<file path="config.mk">
export PLATFORM = sky130hd
export DESIGN_NAME = rzc_sqrt
export DESIGN_NICKNAME = d
export VERILOG_FILES = /design/src/hdl/rzc_pkg.sv /design/src/hdl/rzc_sqrt.sv
export SDC_FILE = /design/constraint.sdc
export NUM_CORES = 1
export LEC_CHECK = 0
export BUFFER_PORTS_ARGS = -buffer_cell sky130_fd_sc_hd__buf_2
export CAP_MARGIN = 5
export CORE_ASPECT_RATIO = 2
export CORE_UTILIZATION = 50
export CTS_BUF_LIST = sky130_fd_sc_hd__clkbuf_4
export CTS_CLUSTER_SIZE = 28
export DETAILED_ROUTE_END_ITERATION = 10
export PLACE_DENSITY = 0.68
export SYNTH_ARGS = -nofsm -noshare
export SYNTH_HDL_FRONTEND = slang
export SYNTH_SLANG_ARGS = --single-unit
</file>
<file path="constraint.sdc">
create_clock -name clock -period 15.6 [get_ports clock]
set_input_delay 0.78 -clock clock [delete_from_list [all_inputs] [get_ports clock]]
set_output_delay 0.78 -clock clock [all_outputs]
set_load 0.005 [all_outputs]
</file>
<file path="src/hdl/rzc_pkg.sv">
// Shared types, constants and helpers for the rolling z-score CUSUM detector.
// Used by rzc_divider, rzc_sqrt and rolling_zscore_cusum_detector.
// No dependencies.
package rzc_pkg;

   localparam int WINDOW_DEPTH = 256;
   localparam int ADDR_W       = $clog2(WINDOW_DEPTH);
   localparam int CNT_W        = ADDR_W + 1;
   localparam int MIN_HISTORY  = 20;

   localparam logic [1:0] CSR_DRIFT         = 2'd0;
   localparam logic [1:0] CSR_THRESHOLD     = 2'd1;
   localparam logic [1:0] CSR_WINDOW_LENGTH = 2'd2;

   localparam logic [31:0] DRIFT_RESET     = 32'd32768;
   localparam logic [31:0] THRESHOLD_RESET = 32'd327680;
   localparam logic [8:0]  WINLEN_RESET    = 9'd100;

   localparam logic OP_TICK  = 1'b0;
   localparam logic OP_TRADE = 1'b1;

   typedef struct packed {
      logic        opcode;
      logic [31:0] price;
   } req_word_type;

   typedef struct packed {
      logic [31:0] positive_statistic;
      logic [31:0] negative_statistic;
      logic        change_flag;
      logic        statistics_valid;
   } rsp_word_type;

   typedef struct packed {
      logic        start;
      logic [63:0] dividend;
      logic [31:0] divisor;
   } div_req_type;

   typedef struct packed {
      logic        done;
      logic [63:0] quotient;
   } div_rsp_type;

   typedef struct packed {
      logic        start;
      logic [63:0] radicand;
   } sqrt_req_type;

   typedef struct packed {
      logic        done;
      logic [31:0] root;
   } sqrt_rsp_type;

   // saturate a sign and magnitude to signed 32 bits
   function automatic logic [31:0] sat_signed(input logic neg, input logic [63:0] mag);
      logic [31:0] res;
      if (!neg) begin
         if (mag > 64'h0000_0000_7FFF_FFFF) res = 32'h7FFF_FFFF;
         else res = mag[31:0];
      end else begin
         if (mag > 64'h0000_0000_8000_0000) res = 32'h8000_0000;
         else res = 32'd0 - mag[31:0];
      end
      return res;
   endfunction

endpackage

</file>
<file path="src/hdl/rzc_sqrt.sv">
// Bitwise floor square root of a 64-bit value, two radicand bits per cycle.
// Depends on rzc_pkg.
module rzc_sqrt (
   input  logic                  clock,
   input  logic                  reset,
   input  rzc_pkg::sqrt_req_type sqrt_req,
   output rzc_pkg::sqrt_rsp_type sqrt_rsp
);

   logic        busy_ff, busy_in;
   logic        done_ff, done_in;
   logic [63:0] val_ff, val_in;
   logic [63:0] root_ff, root_in;
   logic [63:0] bit_ff, bit_in;
   logic [63:0] trial;

   always_comb begin
      busy_in = busy_ff;
      done_in = 1'b0;
      val_in  = val_ff;
      root_in = root_ff;
      bit_in  = bit_ff;
      trial   = root_ff + bit_ff;
      if (busy_ff) begin
         if (val_ff >= trial) begin
            val_in  = val_ff - trial;
            root_in = (root_ff >> 1) + bit_ff;
         end else begin
            root_in = root_ff >> 1;
         end
         bit_in = bit_ff >> 2;
         if (bit_ff[0]) begin
            busy_in = 1'b0;
            done_in = 1'b1;
         end
      end else if (sqrt_req.start) begin
         busy_in = 1'b1;
         val_in  = sqrt_req.radicand;
         root_in = 64'd0;
         bit_in  = 64'h4000_0000_0000_0000;
      end
   end

   always_ff @(posedge clock) begin
      if (reset) begin
         busy_ff <= 1'b0;
         done_ff <= 1'b0;
      end else begin
         busy_ff <= busy_in;
         done_ff <= done_in;
      end
      val_ff  <= val_in;
      root_ff <= root_in;
      bit_ff  <= bit_in;
   end

   assign sqrt_rsp.done = done_ff;
   assign sqrt_rsp.root = root_ff[31:0];

endmodule

</file>
==> metrics, run 1 <==
Port Buffers 99; DP HPWL 38,300 um; Worst Setup SP root_ff[6]; Internal 1.45 mW; critical path, cell by cell ha_1, nand2_1, o21bai_1, a31o_2, a32oi_2, o311ai_2, a211o_1, a21boi_4, o31ai_2, xnor2_1, ha_1, nand4_1, nor4_2, nand4b_1, o21ai_0, a211o_1, a21oi_2, o31a_4, a21oi_4, buf_4; largest vdd supply drop 0.000115 V; initial antenna violation count 1; fin. max-slew vios 0; initial drt markers 847; syn_area_per_cell 8.87 um2; grt ovf 0; fin area 16,200 um2; H-Tree Depth 4; unrepaired setup endpoints after global routing no; worst skew pair latency 670 ps; setup TNS 0 ps; Filler Cell Count 2,956; combinational fraction of design power 0.638; cell area after synthesis 15,400 um2; fin crit share 0.430; HP Start reset; Global Route Usage Sum 0.313; worst slew pin tran 980 ps; final wirelength 49,200 um; Design Power 2.91 mW; post-CTS sizing 0; hold-fix buffers at CTS 0; Starting Density 0.509; register area share after synthesis 0.313; CP Capture Type register; placed insts 2,114; layout cells sized above 1 0.133; Post-Layout Cell Count 2,151; Yosys reg bits 162; Post-Syn Instances 1,739; core region area 30,300 um2; Reg-to-Reg Start root_ff[6]; Die Y 250 um; share of power burned in the clock network 0.098; worst min path class input pin to register; Flop pwr share 0.264; crit path time final 6700 ps; Post-synth EDFFs 159; WS Path Type register to register; critical path required time 15,890 ps; final setup fails 0; Worst Hold Depth 2; IO Pins 100; final hold vios 0; CTS tree yes; mean routed wirelength per cell 22.9 um; Yosys warning count 0; Nets 1,963; placed cell area 15,900 um2; clk root buf clkbuf_4; first-pass GRT wire length 75,000 um; FMAX 149 MHz; Setup Fix Bufs, Post-CTS 0; drt drc 0; die width 126 um; Post-synth ARST share 0; number of global-route vias before repair 14,100; cell area power density 179 nW/um2; Distinct cells, synth 85; switching part of the total 0.501; DRT Pass-1 Iters 5; Pleak 6.09 nW; die area 31,600 um2; gp weighted congestion 0.946; top_reg_cell synth edfxtp_1; Switch Pwr 1.46 mW; Worst R2R Path Depth 20; clock buffer depth 2; clk slew on worst S/H paths 170 ps; CTS sink count 162; outcome complete, no violations; syn_nets 1,937; vias 13,900; Area Growth Syn to Fin 5.18%; slew margin rel. 0.347; pin count of the biggest net entering global routing 79; Cell Rows 90; crit start category register; antenna-violating nets left 0; CTS buffer count 17; max incr delay on CP 650 ps; Max Cap Viol 0; Worst Path Max Fanout 64; Vias/cell 6.45; CP arrival 7000 ps; Final Skew 33.8 ps; CP max-delay cell buf_4
==> through the flow <==
step	utilization	hold WS [ps]	setup slack, ps
floorplan	-	480	7300
global placement	0.525	560	9180
detailed placement	0.525	566	9020
CTS	0.535	237	8950
global route	0.536	256	8450
finish	0.536	279	8900
==> power groups by stage <==
stage               logic (mW)  registers (mW)  clock network (mW)
finish                    1.86           0.768               0.285
global route              2.03           0.775               0.304
CTS                       1.84           0.764               0.292
detailed placement        1.83           0.775                   0
global placement          1.81           0.773                   0
floorplan                 1.42           0.706                   0
==> synthesized netlist by cell type (all sizes together) (12+ instances only) <==
cell,instances,share of area
nand2,181,0.044
a21oi,160,0.053
edfxtp,159,0.31
ha,130,0.11
nor2,130,0.032
o21ai,106,0.035
xor2,90,0.051
a31oi,69,0.029
xnor2,65,0.037
buf,56,0.025
mux2,48,0.035
a21o,44,0.021
and2,44,0.018
clkbuf,41,0.010
inv,37,0.0090
nand3,31,0.010
nand4,31,0.013
nor3,31,0.010
o21bai,29,0.014
nor2b,25,0.010
a211oi,24,0.012
o31ai,21,0.011
or3,19,0.0077
a31o,18,0.011
nand2b,12,0.0049
==> flip-flops by register name, indices dropped and copies added (netlist names) <==
signal and flops:
root_ff 64, val_ff 64, bit_ff 32, busy_ff 1, done_ff 1
==> placed cells by master (no fill, tap or decap), types with 6 or more instances in the layout <==
cell type and instances:
nand2_1 181, edfxtp_1 159, a21oi_1 155, ha_1 130
nor2_1 129, buf_2 99, o21ai_0 98, xor2_1 90
a31oi_1 67, xnor2_1 65, mux2_2 48, and2_1 44
a21o_1 44, inv_1 35, nand4_1 31, nand3_1 31
nor3_1 30, o21bai_1 29, nor2b_1 25, a211oi_1 24
or3_1 19, o31ai_1 18, clkbuf_4 17, a31o_2 16
nand2b_1 12, o211ai_1 10, and3_1 10, o21a_1 9
and4_1 8, or2_2 7, o21ai_1 6
==> layer usage <==
metal	track usage	wire length (um)	up-vias
met4	0.270	4400	0
met5	0	0	-
li1	-	-	6573
met3	0.0378	1460	209
met1	0.270	15900	6638
met2	0.617	27400	449
==> layout make-up <==
class | count | area (um2) | area share
clock buffers | 17 | 128 | 0.00787
diodes | 5 | 12.5 | 0.000771
inverters | 37 | 140 | 0.00864
multi-input cells | 1443 | 9940 | 0.612
well taps | 368 | 460 | 0.0284
clock inverters | 15 | 174 | 0.0107
flip-flops and latches | 162 | 4840 | 0.298
repair buffers | 104 | 533 | 0.0329
==> path summary, 6_finish.rpt <==
path / to / slack (ps)
worst max-delay path: val_ff[29] / 8900
worst min-delay path: busy_ff / 280
worst max register to register: val_ff[29] / 8900
worst min register to register: bit_ff[62] / 570
==> kinds of logic (layout without fill, tap and decap cells) <==
kind of cell               count (synthesis)  in the layout  share of synthesized area
AOI/OAI and AO/OA                        556            556                      0.239
buffers and inverters                    134            173                     0.0440
xor gates and xnor gates                 155            155                     0.0880
other                                      0              5                          0
muxes                                     51             51                     0.0370
and+or+nand+nor                          550            550                      0.172
DFF                                      162            162                      0.313
adders and majority gates                131            131                      0.107
==> critical path, delay by kind of cell, from the launching register on <==
kind	cells	cell delay (ps)
AOI/OAI and AO/OA	12	2750
xor gates and xnor gates	1	220
adders and majority gates	2	940
buffers and inverters	1	650
DFF	1	510
and+or+nand+nor	4	1130
No activity file was read; power rests on OpenSTA's default activity.
==> run 2, diff against run 1 <==
==> constraint.sdc (replaced) <==
create_clock -name clock -period 6.9 [get_ports clock]
set_input_delay 0.345 -clock clock [delete_from_list [all_inputs] [get_ports clock]]
set_output_delay 0.345 -clock clock [all_outputs]
set_load 0.005 [all_outputs]
==> run 2 against run 1 <==
Net effect: maximum frequency increased by 4.2%; cell count increased by 3.3%; die area unchanged; clock-buffer cell count unchanged; hold slack got worse by 260 ps; utilization increased by 2.3 points; critical path depth increased by 3; via count increased by 2.9%; first-iteration DRC count increased by 8.9%; sequential cell count unchanged.
==> metrics, run 2 (synthesis results as in run 1) <==
CTS tree yes; Port Buffers 99 (unchanged); antenna-violating nets left 0 (unchanged); grt ovf 0 (unchanged); fin crit share 0.933 (+0.503); initial drt markers 922 (+8.9%); DRT Pass-1 Iters 6 (+1); largest vdd supply drop 0.000203 V (+76%); drt drc 0 (unchanged); number of global-route vias before repair 14,500 (+2.5%); gp weighted congestion 0.988 (+4.5%); worst skew pair latency 670 ps (about the same); FMAX 155 MHz (+4.2%); Global Route Usage Sum 0.321 (+0.00803); H-Tree Depth 4 (unchanged); first-pass GRT wire length 76,600 um (+2.1%); most common cell after layout, fill and taps aside nand2_1; Starting Density 0.509 (unchanged); CP arrival 6850 ps (-150 ps); fin. max-slew vios 0 (unchanged); die width 126 um (unchanged); share of power burned in the clock network 0.089 (-0.009); placed insts 2,132 (+0.85%); final wirelength 51,200 um (+4.1%); clk slew on worst S/H paths 160 ps (about the same); pin count of the biggest net entering global routing 80 (+1.3%); critical path, cell by cell ha_1, nand2_1, nor4_2, nor2_1, o21bai_1, a21oi_1, or4_1, o21ai_0, and3_1, a21oi_1, xor2_1, ha_1, nand4_1, buf_4, nor4_1, nand3_1, o211ai_1, o21ba_2, o31ai_4, buf_4, o21ai_0, xor2_1, nor2_1; Max Cap Viol 0 (unchanged); Worst Path Max Fanout 19 (-70%); clock buffer depth 2 (unchanged); DP Worst Slack 465 ps (-8550 ps); Flop pwr share 0.257 (-0.007); CP Capture Type register; worst slew pin tran 984 ps (+4.28 ps); max incr delay on CP 710 ps (+60 ps); fin util 0.558 (+0.0226); WS Path Type register to register; CTS buffer count 17 (unchanged); Switch Pwr 3.37 mW (+130%); setup TNS 0 ps (unchanged); Internal 3.32 mW (+130%); DP HPWL 39,500 um (+3.1%); clk root buf clkbuf_4; Vias/cell 6.42 (-0.43%); vias 14,300 (+2.9%); core region area 30,300 um2 (unchanged); Regs by FF count root_ff (64), val_ff (64), bit_ff (32); Pleak 6.43 nW (+5.4%); Area Growth Syn to Fin 9.61%; Cell Rows 90 (unchanged); die area 31,600 um2 (unchanged); Nets 2,038 (+3.8%); Design Power 6.69 mW (+130%); final setup fails 0 (unchanged); cell area power density 396 nW/um2 (+120%); switching part of the total 0.504 (+0.00300); Post-Layout Cell Count 2,222 (+3.3%); crit start category register; most frequent cells in the layout nand2_1 (181), edfxtp_1 (159), a21oi_1 (155); mean routed wirelength per cell 23.0 um (+0.75%); CTS sink count 162 (unchanged); slew margin rel. 0.344 (-0.00285); final hold vios 0 (unchanged); crit path time final 6440 ps (-267 ps); IO Pins 100 (unchanged); CP max-delay cell o31ai_4; worst min path class input pin to register; outcome complete, no violations; Final WS setup 465 ps (-8430 ps); Filler Cell Count 2,827 (-4.4%); critical path required time 7310 ps (-8580 ps); Final Skew 28.9 ps (-4.91 ps); layout cells sized above 1 0.141 (+0.00756); initial antenna violation count 1 (unchanged); Die Y 250 um (unchanged); combinational fraction of design power 0.654 (+0.016); unrepaired setup endpoints after global routing no; post-CTS sizing 0 (unchanged)
## run 2: per-stage QoR
step                instance area [um2]  hold slack [ps]
finish                            16900             22.0
global route                      16900             13.1
CTS                               16800             3.83
detailed placement                16100              545
global placement                  16100              541
floorplan                         15400              417
## run 2: worst paths after layout
path | slack, ps | cells after the start | from | end
min reg2reg | 590 | 2 | bit_ff[62] | bit_ff[62]
min | 20 | 3 | sqrt_req[61] | val_ff[61]
max | 460 | 23 | root_ff[6] | root_ff[13]
max reg2reg | 460 | 23 | root_ff[6] | root_ff[13]
## run 2: area by class of cell
class / instances / area, um2 / share of cell area
Sequential cell: 162 / 4840 / 0.286
Timing Repair Buffer: 178 / 1260 / 0.0743
Clock inverter: 15 / 133 / 0.00784
Antenna cell: 1 / 2.50 / 0.000148
Tap cell: 368 / 460 / 0.0272
Multi-Input combinational cell: 1444 / 9950 / 0.588
Clock buffer: 17 / 128 / 0.00755
Inverter: 37 / 140 / 0.00829
## run 2: metal layers
| layer | up-vias | global-route usage | part of all wire |
|---|---|---|---|
| li1 | 6716 | - | - |
| met1 | 6781 | 0.274 | 0.32 |
| met2 | 530 | 0.627 | 0.54 |
| met3 | 238 | 0.0387 | 0.033 |
| met4 | 0 | 0.297 | 0.11 |
| met5 | - | 0 | 0 |
## run 2: critical path, delay by kind of cell (launching register included)
kind / cells / cell delay, ps
flip-flops: 1 / 520
XOR/XNOR: 2 / 340
AO/OA/AOI/OAI: 8 / 1980
AND/OR/NAND/NOR: 9 / 1930
adder cells (fa/ha/maj): 2 / 840
buffers and inverters: 2 / 570
## run 2: what timing repair did
action | in CTS | in global routing
hold buffers | 52 | 0
setup endpoints to repair | 0 | 12
hold endpoints to repair | 53 | 0
setup buffers | 0 | 4
## run 2: power groups by stage
stage / Sequential, mW / Combinational (mW) / Clock, mW
2_1_floorplan: 1.59 / 3.21 / 0
3_3_place_gp: 1.73 / 4.18 / 0
3_5_place_dp: 1.73 / 4.22 / 0
4_1_cts: 1.71 / 4.28 / 0.601
5_1_grt: 1.73 / 4.73 / 0.627
6_report: 1.72 / 4.38 / 0.592
