$ cat config.mk
export PLATFORM = sky130hd
export DESIGN_NAME = rzc_divider
export DESIGN_NICKNAME = d
export VERILOG_FILES = /design/src/hdl/rzc_pkg.sv /design/src/hdl/rzc_divider.sv
export SDC_FILE = /design/constraint.sdc
export NUM_CORES = 1
export LEC_CHECK = 0
export ABC_CLOCK_PERIOD_IN_PS = 3500
export BUFFER_PORTS_ARGS = -buffer_cell sky130_fd_sc_hd__buf_2
export CORE_ASPECT_RATIO = 0.9
export CORE_MARGIN = 5
export CORE_UTILIZATION = 30
export CTS_BUF_LIST = sky130_fd_sc_hd__clkbuf_4 sky130_fd_sc_hd__clkbuf_8
export DETAILED_ROUTE_END_ITERATION = 10
export SYNTH_ARGS = -nofsm -noshare
export SYNTH_HDL_FRONTEND = slang
export SYNTH_SLANG_ARGS = --single-unit
$ cat constraint.sdc
create_clock -name clock -period 3.5 [get_ports clock]
set_input_delay 0.7 -clock clock [delete_from_list [all_inputs] [get_ports clock]]
set_output_delay 0.7 -clock clock [all_outputs]
set_load 0.01 [all_outputs]
$ cat src/hdl/rzc_pkg.sv
// Shared types, constants and helpers for the rolling z-score CUSUM detector.
// Used by rzc_divider, rzc_sqrt and rolling_zscore_cusum_detector.
// No dependencies.
package rzc_pkg;

   localparam int WINDOW_DEPTH = 256;
   localparam int ADDR_W       = $clog2(WINDOW_DEPTH);
   localparam int CNT_W        = ADDR_W + 1;
   localparam int MIN_HISTORY  = 20;

   localparam logic [1:0] CSR_DRIFT         = 2'd0;
   localparam logic [1:0] CSR_THRESHOLD     = 2'd1;
   localparam logic [1:0] CSR_WINDOW_LENGTH = 2'd2;

   localparam logic [31:0] DRIFT_RESET     = 32'd32768;
   localparam logic [31:0] THRESHOLD_RESET = 32'd327680;
   localparam logic [8:0]  WINLEN_RESET    = 9'd100;

   localparam logic OP_TICK  = 1'b0;
   localparam logic OP_TRADE = 1'b1;

   typedef struct packed {
      logic        opcode;
      logic [31:0] price;
   } req_word_type;

   typedef struct packed {
      logic [31:0] positive_statistic;
      logic [31:0] negative_statistic;
      logic        change_flag;
      logic        statistics_valid;
   } rsp_word_type;

   typedef struct packed {
      logic        start;
      logic [63:0] dividend;
      logic [31:0] divisor;
   } div_req_type;

   typedef struct packed {
      logic        done;
      logic [63:0] quotient;
   } div_rsp_type;

   typedef struct packed {
      logic        start;
      logic [63:0] radicand;
   } sqrt_req_type;

   typedef struct packed {
      logic        done;
      logic [31:0] root;
   } sqrt_rsp_type;

   // saturate a sign and magnitude to signed 32 bits
   function automatic logic [31:0] sat_signed(input logic neg, input logic [63:0] mag);
      logic [31:0] res;
      if (!neg) begin
         if (mag > 64'h0000_0000_7FFF_FFFF) res = 32'h7FFF_FFFF;
         else res = mag[31:0];
      end else begin
         if (mag > 64'h0000_0000_8000_0000) res = 32'h8000_0000;
         else res = 32'd0 - mag[31:0];
      end
      return res;
   endfunction

endpackage

$ cat src/hdl/rzc_divider.sv
// Restoring unsigned divider, 64-bit dividend by 32-bit divisor, one bit per cycle.
// Depends on rzc_pkg.
module rzc_divider (
   input  logic                 clock,
   input  logic                 reset,
   input  rzc_pkg::div_req_type div_req,
   output rzc_pkg::div_rsp_type div_rsp
);

   logic        busy_ff, busy_in;
   logic        done_ff, done_in;
   logic [5:0]  cnt_ff, cnt_in;
   logic [32:0] rem_ff, rem_in;
   logic [63:0] quo_ff, quo_in;
   logic [31:0] dvs_ff, dvs_in;
   logic [32:0] rem_sh;

   always_comb begin
      busy_in = busy_ff;
      done_in = 1'b0;
      cnt_in  = cnt_ff;
      rem_in  = rem_ff;
      quo_in  = quo_ff;
      dvs_in  = dvs_ff;
      rem_sh  = {rem_ff[31:0], quo_ff[63]};
      if (busy_ff) begin
         if (rem_sh >= {1'b0, dvs_ff}) begin
            rem_in = rem_sh - {1'b0, dvs_ff};
            quo_in = {quo_ff[62:0], 1'b1};
         end else begin
            rem_in = rem_sh;
            quo_in = {quo_ff[62:0], 1'b0};
         end
         cnt_in = cnt_ff + 6'd1;
         if (cnt_ff == 6'd63) begin
            busy_in = 1'b0;
            done_in = 1'b1;
         end
      end else if (div_req.start) begin
         busy_in = 1'b1;
         cnt_in  = 6'd0;
         rem_in  = 33'd0;
         quo_in  = div_req.dividend;
         dvs_in  = div_req.divisor;
      end
   end

   always_ff @(posedge clock) begin
      if (reset) begin
         busy_ff <= 1'b0;
         done_ff <= 1'b0;
         cnt_ff  <= 6'd0;
      end else begin
         busy_ff <= busy_in;
         done_ff <= done_in;
         cnt_ff  <= cnt_in;
      end
      rem_ff <= rem_in;
      quo_ff <= quo_in;
      dvs_ff <= dvs_in;
   end

   assign div_rsp.done     = done_ff;
   assign div_rsp.quotient = quo_ff;

endmodule

==> results.py, run 1 <==
metrics = {
    "clock_network": {
        "numClockSinks": 136,
        "clockRootBuffer": "clkbuf_8",
        "cts_resized": 0,
        "clockBufferDepth": 2,
        "cts_tree": "done",
        "clk_latency_ns": 0.45,
        "clk_pin_slew_ns": 0.09,
        "cts_htree_levels": 4,
        "cts_buffers": 17,
    },
    "placement": {
        "hpwl_um": 13300,
        "pre_cts_ws_ns": -0.0695,
        "gp_congestion": 0.793,
        "io_buffer_count": 163,
    },
    "floorplanning": {
        "start_util": 0.304,
        "die_w_um": 175,
        "ios": 164,
        "design.die.area_sq_um": 27800,
        "design.core.area_sq_um": 24300,
        "fp.dieH_um": 159,
        "rows": 54,
    },
    "cells_and_area": {
        "layout_common_cells": "163 x buf_2, 128 x edfxtp_1, 63 x mux2_2, 46 x nor2_1, 39 x inv_1",
        "final_common_cell": "buf_2",
        "nNetsFinal": 895,
        "antennaDiodeCount": 0,
        "final_util": 0.372,
        "drive_above_1_share": 0.406,
        "area_delta_synth_final_pct": 22.2,
        "num-fill-cells": 2337,
    },
    "critical_path": {
        "cp_top_family": "compound AO/OA/AOI/OAI gates",
        "critPathCaptureType": "flop",
        "cp.buffers_inverters": 2,
        "r2r_start": "quo_ff[63]$_DFFE_PP_",
        "critPathMaxFanout": 5,
        "startpoint_type": "flop",
        "crit_start": "quo_ff[63]$_DFFE_PP_",
        "cp_cell_sequence": "inv_1 -> ha_1 -> inv_1 -> fa_1 -> a211oi_1 -> o21ai_1 -> nand4_1 -> nand4_1 -> and2_4 -> a2111oi_1 -> nor2_1 -> xnor2_1 -> o2bb2ai_1",
        "critical_path.max_stage_delay_ns": 0.44,
        "worst_ep_arrival_time_ns": 3.44,
        "crit_type": "reg -> reg",
        "crit_slowest_cell": "fa_1",
        "crit_required_ns": 3.71,
    },
    "power_and_ir_drop": {
        "peakVddDrop_mv": 0.342,
        "leakage_nw": 3.82,
        "pwr-share-clk": 0.294,
        "pwr-share-seq": 0.428,
        "p_switching_mw": 1.54,
        "intPower_mw": 3.34,
        "power.density_nw_per_um2": 542,
        "comb_power_share": 0.278,
        "p_sw_frac": 0.316,
    },
    "yosys": {
        "synth.top_cell.area_share": 0.521,
        "yosys-top-cells-area": "edfxtp_1 52%, mux2_2 9.6%, ha_1 5.6%, mux2i_1 2.8%, nor2_1 2.3%",
        "yosysUniqueCellTypes": 74,
        "synth_edf_count": 128,
        "syn_area_per_cell_sq_um": 12.7,
        "synth_seq_area_share": 0.542,
        "async_flop_share": 0,
        "synth.cell_area_sq_um": 7380,
        "yosys_warnings": 0,
        "synth_fp_nets": 716,
        "synthFlopType": "edfxtp_1",
        "synth_seq_cells": 136,
        "synth_top_cell_by_area": "edfxtp_1",
        "synth_cells": 583,
    },
    "grt": {
        "antenna_found_initial": 4,
        "grt_pass1_vias": 5519,
        "grt_overflow": 0,
        "grt_use_total": 0.133,
        "grt_max_degree": 76,
        "grt_pass1_wl_um": 29300,
    },
    "detailed_routing": {
        "drtIter0Drc": 283,
        "drt_drc_violations_left": 0,
        "dr.pass1.iters": 4,
        "via_per_inst": 4.75,
        "wl_per_cell_um": 16.9,
        "antenna_left": 0,
        "wirelength_um": 18400,
        "vias": 5143,
    },
    "timing": {
        "hold_ws_ns": 0.413,
        "setup_viol": 0,
        "tightest_slew_ns": 0.970,
        "worst_slack_ns": 0.275,
        "setup_tns_ns": 0,
        "period_share": 0.922,
        "hold_viol": 0,
        "slew_violations": 0,
        "period_minus_slack_ns": 3.23,
        "slew_headroom": 0.353,
        "max_freq_ghz": 0.310,
        "rsz0062_at_grt": "no",
        "fin_skew_ns": 0.0101,
    },
    "hold_path": {
        "hold_class": "in -> reg",
        "hold_start": "div_req[25]",
    },
    "run_status": {
        "outcome": "finished clean",
    },
    "run": {
        "cap_viol_max_count": 0,
    },
}
==> repair_timing <==
item                                    CTS  global route
buffers inserted                          4             0
endpoints found under the setup margin   20             0
hold buffers                              0             0
endpoints found under the hold margin     0             0
==> final timing paths <==
path         slack, ns  cells after the start                       end
max               0.27                     13  rem_ff[30]$_SDFFCE_PN0P_
max reg2reg       0.27                     13  rem_ff[30]$_SDFFCE_PN0P_
min               0.41                      1      dvs_ff[25]$_DFFE_PP_
min reg2reg       0.50                      2    cnt_ff[3]$_SDFFE_PP0P_
==> kinds of logic (layout without fill, tap and decap cells) <==
logic type | after synthesis | in the layout | synth area share
flip-flops | 136 | 136 | 0.542
AND/OR/NAND/NOR | 124 | 124 | 0.0844
AO/OA/AOI/OAI | 107 | 107 | 0.108
multiplexers | 84 | 84 | 0.125
buffers and inverters | 68 | 260 | 0.0458
adder cells (fa/ha/maj) | 34 | 34 | 0.0587
XOR/XNOR | 30 | 30 | 0.0356
==> cell type report <==
class,count,area (sq um),area share
tap,308,385,0.0427
multi-input combinational,379,3040,0.337
clock inverter,15,190,0.0211
clock buffer,17,234,0.0260
sequential,136,4010,0.444
inverter,42,159,0.0176
timing repair buffer,186,1000,0.111
==> sequential cells by signal, summed over array words and instances, names as in the netlist <==
signal / flops
quo_ff: 64
done_ff: 1
dvs_ff: 32
busy_ff: 1
cnt_ff: 6
rem_ff: 32
==> power groups by stage <==
stage | Clock, mW | Sequential, mW | Combinational [mW]
after global placement | 0 | 2.12 | 1.32
after detailed placement | 0 | 2.12 | 1.34
after CTS | 1.50 | 2.09 | 1.37
after floorplan | 0 | 2.15 | 0.953
after global routing | 1.58 | 2.11 | 1.50
final | 1.44 | 2.09 | 1.36
==> routing by layer <==
layer,vias up,share of wire,global-route usage
li1,2520,-,-
met1,2420,0.45,0.166
met2,174,0.44,0.202
met3,21,0.099,0.0673
met4,8,0.013,0.0403
met5,-,0.0028,0
==> Yosys cell counts, types with 10 or more instances <==
cell      count
a21oi_1      34
xor2_1       13
nor2_1       46
clkbuf_1     10
o21ai_0      13
inv_1        40
xnor2_1      17
a21o_1       14
mux2i_1      21
edfxtp_1    128
nand2_1      26
mux2_2       63
ha_1         33
==> per-stage QoR <==
step,area (sq um),std cells,power [mW]
2_1_floorplan,7380,583,3.10
3_3_place_gp,8560,1047,3.45
3_5_place_dp,8560,1047,3.46
4_1_cts,9020,1083,4.96
5_1_grt,9020,1083,5.19
6_report,9020,1083,4.88
(Power assumes the default switching activity.)
==> run 2: changes to the inputs <==
Settings changed: ABC_AREA set to 1, CORE_UTILIZATION 30 to 58, PLACE_DENSITY set to 0.83.
==> results.py, run 2 <==
metrics = {
    "run_status": {
        "outcome": "finished clean",
    },
    "critical_path": {
        "crit_required_ns": 3.71,
        "critPathMaxFanout": 23,
        "critPathCaptureType": "flop",
        "startpoint_type": "flop",
        "crit_type": "reg -> reg",
        "reg2reg_depth": 13,
        "worst_ep_arrival_time_ns": 3.05,
    },
    "yosys": {
        "synth_edf_count": 128,
        "synth_top_cell_by_area": "edfxtp_1",
        "yosys-top-cells-count": "497 x nand2_1, 181 x inv_1, 128 x edfxtp_1",
        "yosys_warnings": 0,
        "synth_seq_area_share": 0.472,
        "synthFlopType": "edfxtp_1",
        "async_flop_share": 0,
        "synth_fp_nets": 1257,
        "syn_area_per_cell_sq_um": 7.54,
        "synth.cell_area_sq_um": 8480,
        "synth_cells": 1124,
        "yosysUniqueCellTypes": 34,
        "yosys-top-cells-area": "edfxtp_1 45%, nand2_1 22%, inv_1 8.0%, ha_1 4.9%, nor2_1 4.9%",
        "yosysMostFrequentCell": "nand2_1",
        "synth_seq_cells": 136,
        "synth.top_cell.area_share": 0.453,
    },
    "cells_and_area": {
        "num-fill-cells": 1263,
        "area_delta_synth_final_pct": 16.3,
        "top_register": "quo_ff",
        "reg_top3": "quo_ff (64), dvs_ff (32), rem_ff (32)",
        "layout_common_cells": "497 x nand2_1, 179 x inv_1, 163 x buf_2, 128 x edfxtp_1, 110 x nor2_1",
        "nNetsFinal": 1417,
        "largest_register_ffs": 64,
        "stdcell_area_sq_um": 9860,
        "final_common_cell": "nand2_1",
        "final_util": 0.680,
        "drive_above_1_share": 0.179,
    },
    "clock_network": {
        "post-cts-setup-buffers": 0,
        "clockRootBuffer": "clkbuf_8",
        "numClockSinks": 136,
        "cts_resized": 0,
        "clk_pin_slew_ns": 0.08,
        "cts_tree": "done",
        "ctsHoldBuffers": 0,
        "cts_htree_levels": 4,
        "clk_latency_ns": 0.46,
        "cts_buffers": 17,
        "clockBufferDepth": 2,
    },
    "placement": {
        "placed_area_sq_um": 9430,
        "gp_congestion": 0.947,
        "io_buffer_count": 163,
        "hpwl_um": 16000,
    },
    "detailed_routing": {
        "vias": 7462,
        "antenna_left": 0,
        "drtIter0Drc": 574,
        "drt_drc_violations_left": 0,
        "wirelength_um": 21400,
        "dr.pass1.iters": 5,
        "via_per_inst": 4.99,
        "wl_per_cell_um": 14.3,
    },
    "floorplanning": {
        "start_util": 0.584,
        "design.die.area_sq_um": 17100,
        "rows": 42,
        "die_w_um": 137,
        "design.core.area_sq_um": 14500,
        "fp.dieH_um": 125,
        "ios": 164,
    },
    "timing": {
        "hold_viol": 0,
        "tightest_slew_ns": 0.787,
        "rsz0062_at_grt": "no",
        "slew_violations": 0,
        "setup_tns_ns": 0,
        "period_minus_slack_ns": 2.84,
        "fin_skew_ns": 0.0147,
        "max_freq_ghz": 0.352,
        "slew_headroom": 0.474,
        "setup_viol": 0,
        "period_share": 0.811,
    },
    "grt": {
        "grt_pass1_wl_um": 34700,
        "grt_use_total": 0.258,
        "antenna_found_initial": 0,
        "grt_max_degree": 66,
        "grt_pass1_vias": 7244,
        "grt_overflow": 0,
    },
    "power_and_ir_drop": {
        "peakVddDrop_mv": 0.372,
        "leakage_nw": 5.31,
        "fin_total_pwr_mw": 5.00,
        "power.density_nw_per_um2": 507,
    },
    "hold_path": {
        "worstHoldPathCells": 1,
        "hold_class": "in -> reg",
    },
    "run": {
        "cap_viol_max_count": 0,
    },
}
==> run 2: changes by cell type after synthesis, sizes merged, moves of 14 or more <==
| cell | before | now |
|---|---|---|
| inv | 41 | 184 |
| mux2 | 63 | 0 |
| mux2i | 21 | 0 |
| nand3b | 1 | 15 |
| o21ai | 17 | 1 |
| xnor2 | 17 | 3 |
| nor2 | 51 | 121 |
| nand3 | 5 | 41 |
| nand2 | 27 | 503 |
==> run 2: path summary, 6_finish.rpt <==
path                       startpoint  slack (ns)                       end
max          rem_ff[17]$_SDFFCE_PN0P_        0.66  rem_ff[19]$_SDFFCE_PN0P_
min                       div_req[31]        0.41      dvs_ff[31]$_DFFE_PP_
max reg2reg  rem_ff[17]$_SDFFCE_PN0P_        0.66  rem_ff[19]$_SDFFCE_PN0P_
min reg2reg    cnt_ff[0]$_SDFFE_PP0P_        0.52    cnt_ff[0]$_SDFFE_PP0P_
==> run 2: worst max-delay path: stages (launching register included) <==
cell and delay (ns):
edfxtp_1 0.42, ha_1 0.39, nand2_1 0.10, nand2_1 0.07, nand2_1 0.06, nand2_1 0.07, nand2_1 0.06, nand2_1 0.06
nand2_1 0.07, nand3_2 0.11, inv_2 0.48, nand2_2 0.38, nor2_1 0.22, nor2_1 0.07
==> run 2: stage by stage <==
step,hold slack (ns),setup WS [ns],instances
finish,0.410,0.660,1495
global route,0.383,0.370,1494
CTS,0.387,0.669,1494
detailed placement,0.512,0.735,1463
global placement,0.484,0.837,1463
floorplan,0.462,0.419,1124
==> run 2: per-layer routing <==
metal / part of all wire / wire length [um] / GRT usage
met1: 0.43 / 9310 / 0.338
met5: 0 / 0 / 0
met4: 0.021 / 448 / 0.0786
met2: 0.47 / 9980 / 0.416
met3: 0.079 / 1690 / 0.0723
==> run 2: kinds of logic after synthesis <==
family          Yosys count  share of synthesized area
fa+ha+maj                34                     0.0511
simple gates            699                      0.341
compound gates           30                     0.0210
flops                   136                      0.472
buf+inv                 211                      0.101
xor+xnor                 14                     0.0145
==> run 2: layout make-up <==
class | instances | area, sq um | share of cell area
antenna | 1 | 2.50 | 0.000254
clock buffer | 19 | 249 | 0.0253
clock inverter | 12 | 175 | 0.0178
inverter | 184 | 692 | 0.0702
multi-input combinational | 777 | 3620 | 0.367
sequential | 136 | 4010 | 0.406
tap | 198 | 248 | 0.0251
timing repair buffer | 168 | 866 | 0.0878
==> run 2: power breakdown <==
part           leakage (nW)  internal [mW]  total (mW)  switching [mW]
Clock                 0.210          0.787        1.43           0.641
Sequential             1.37           2.00        2.10           0.104
Combinational          3.73          0.516        1.48           0.959
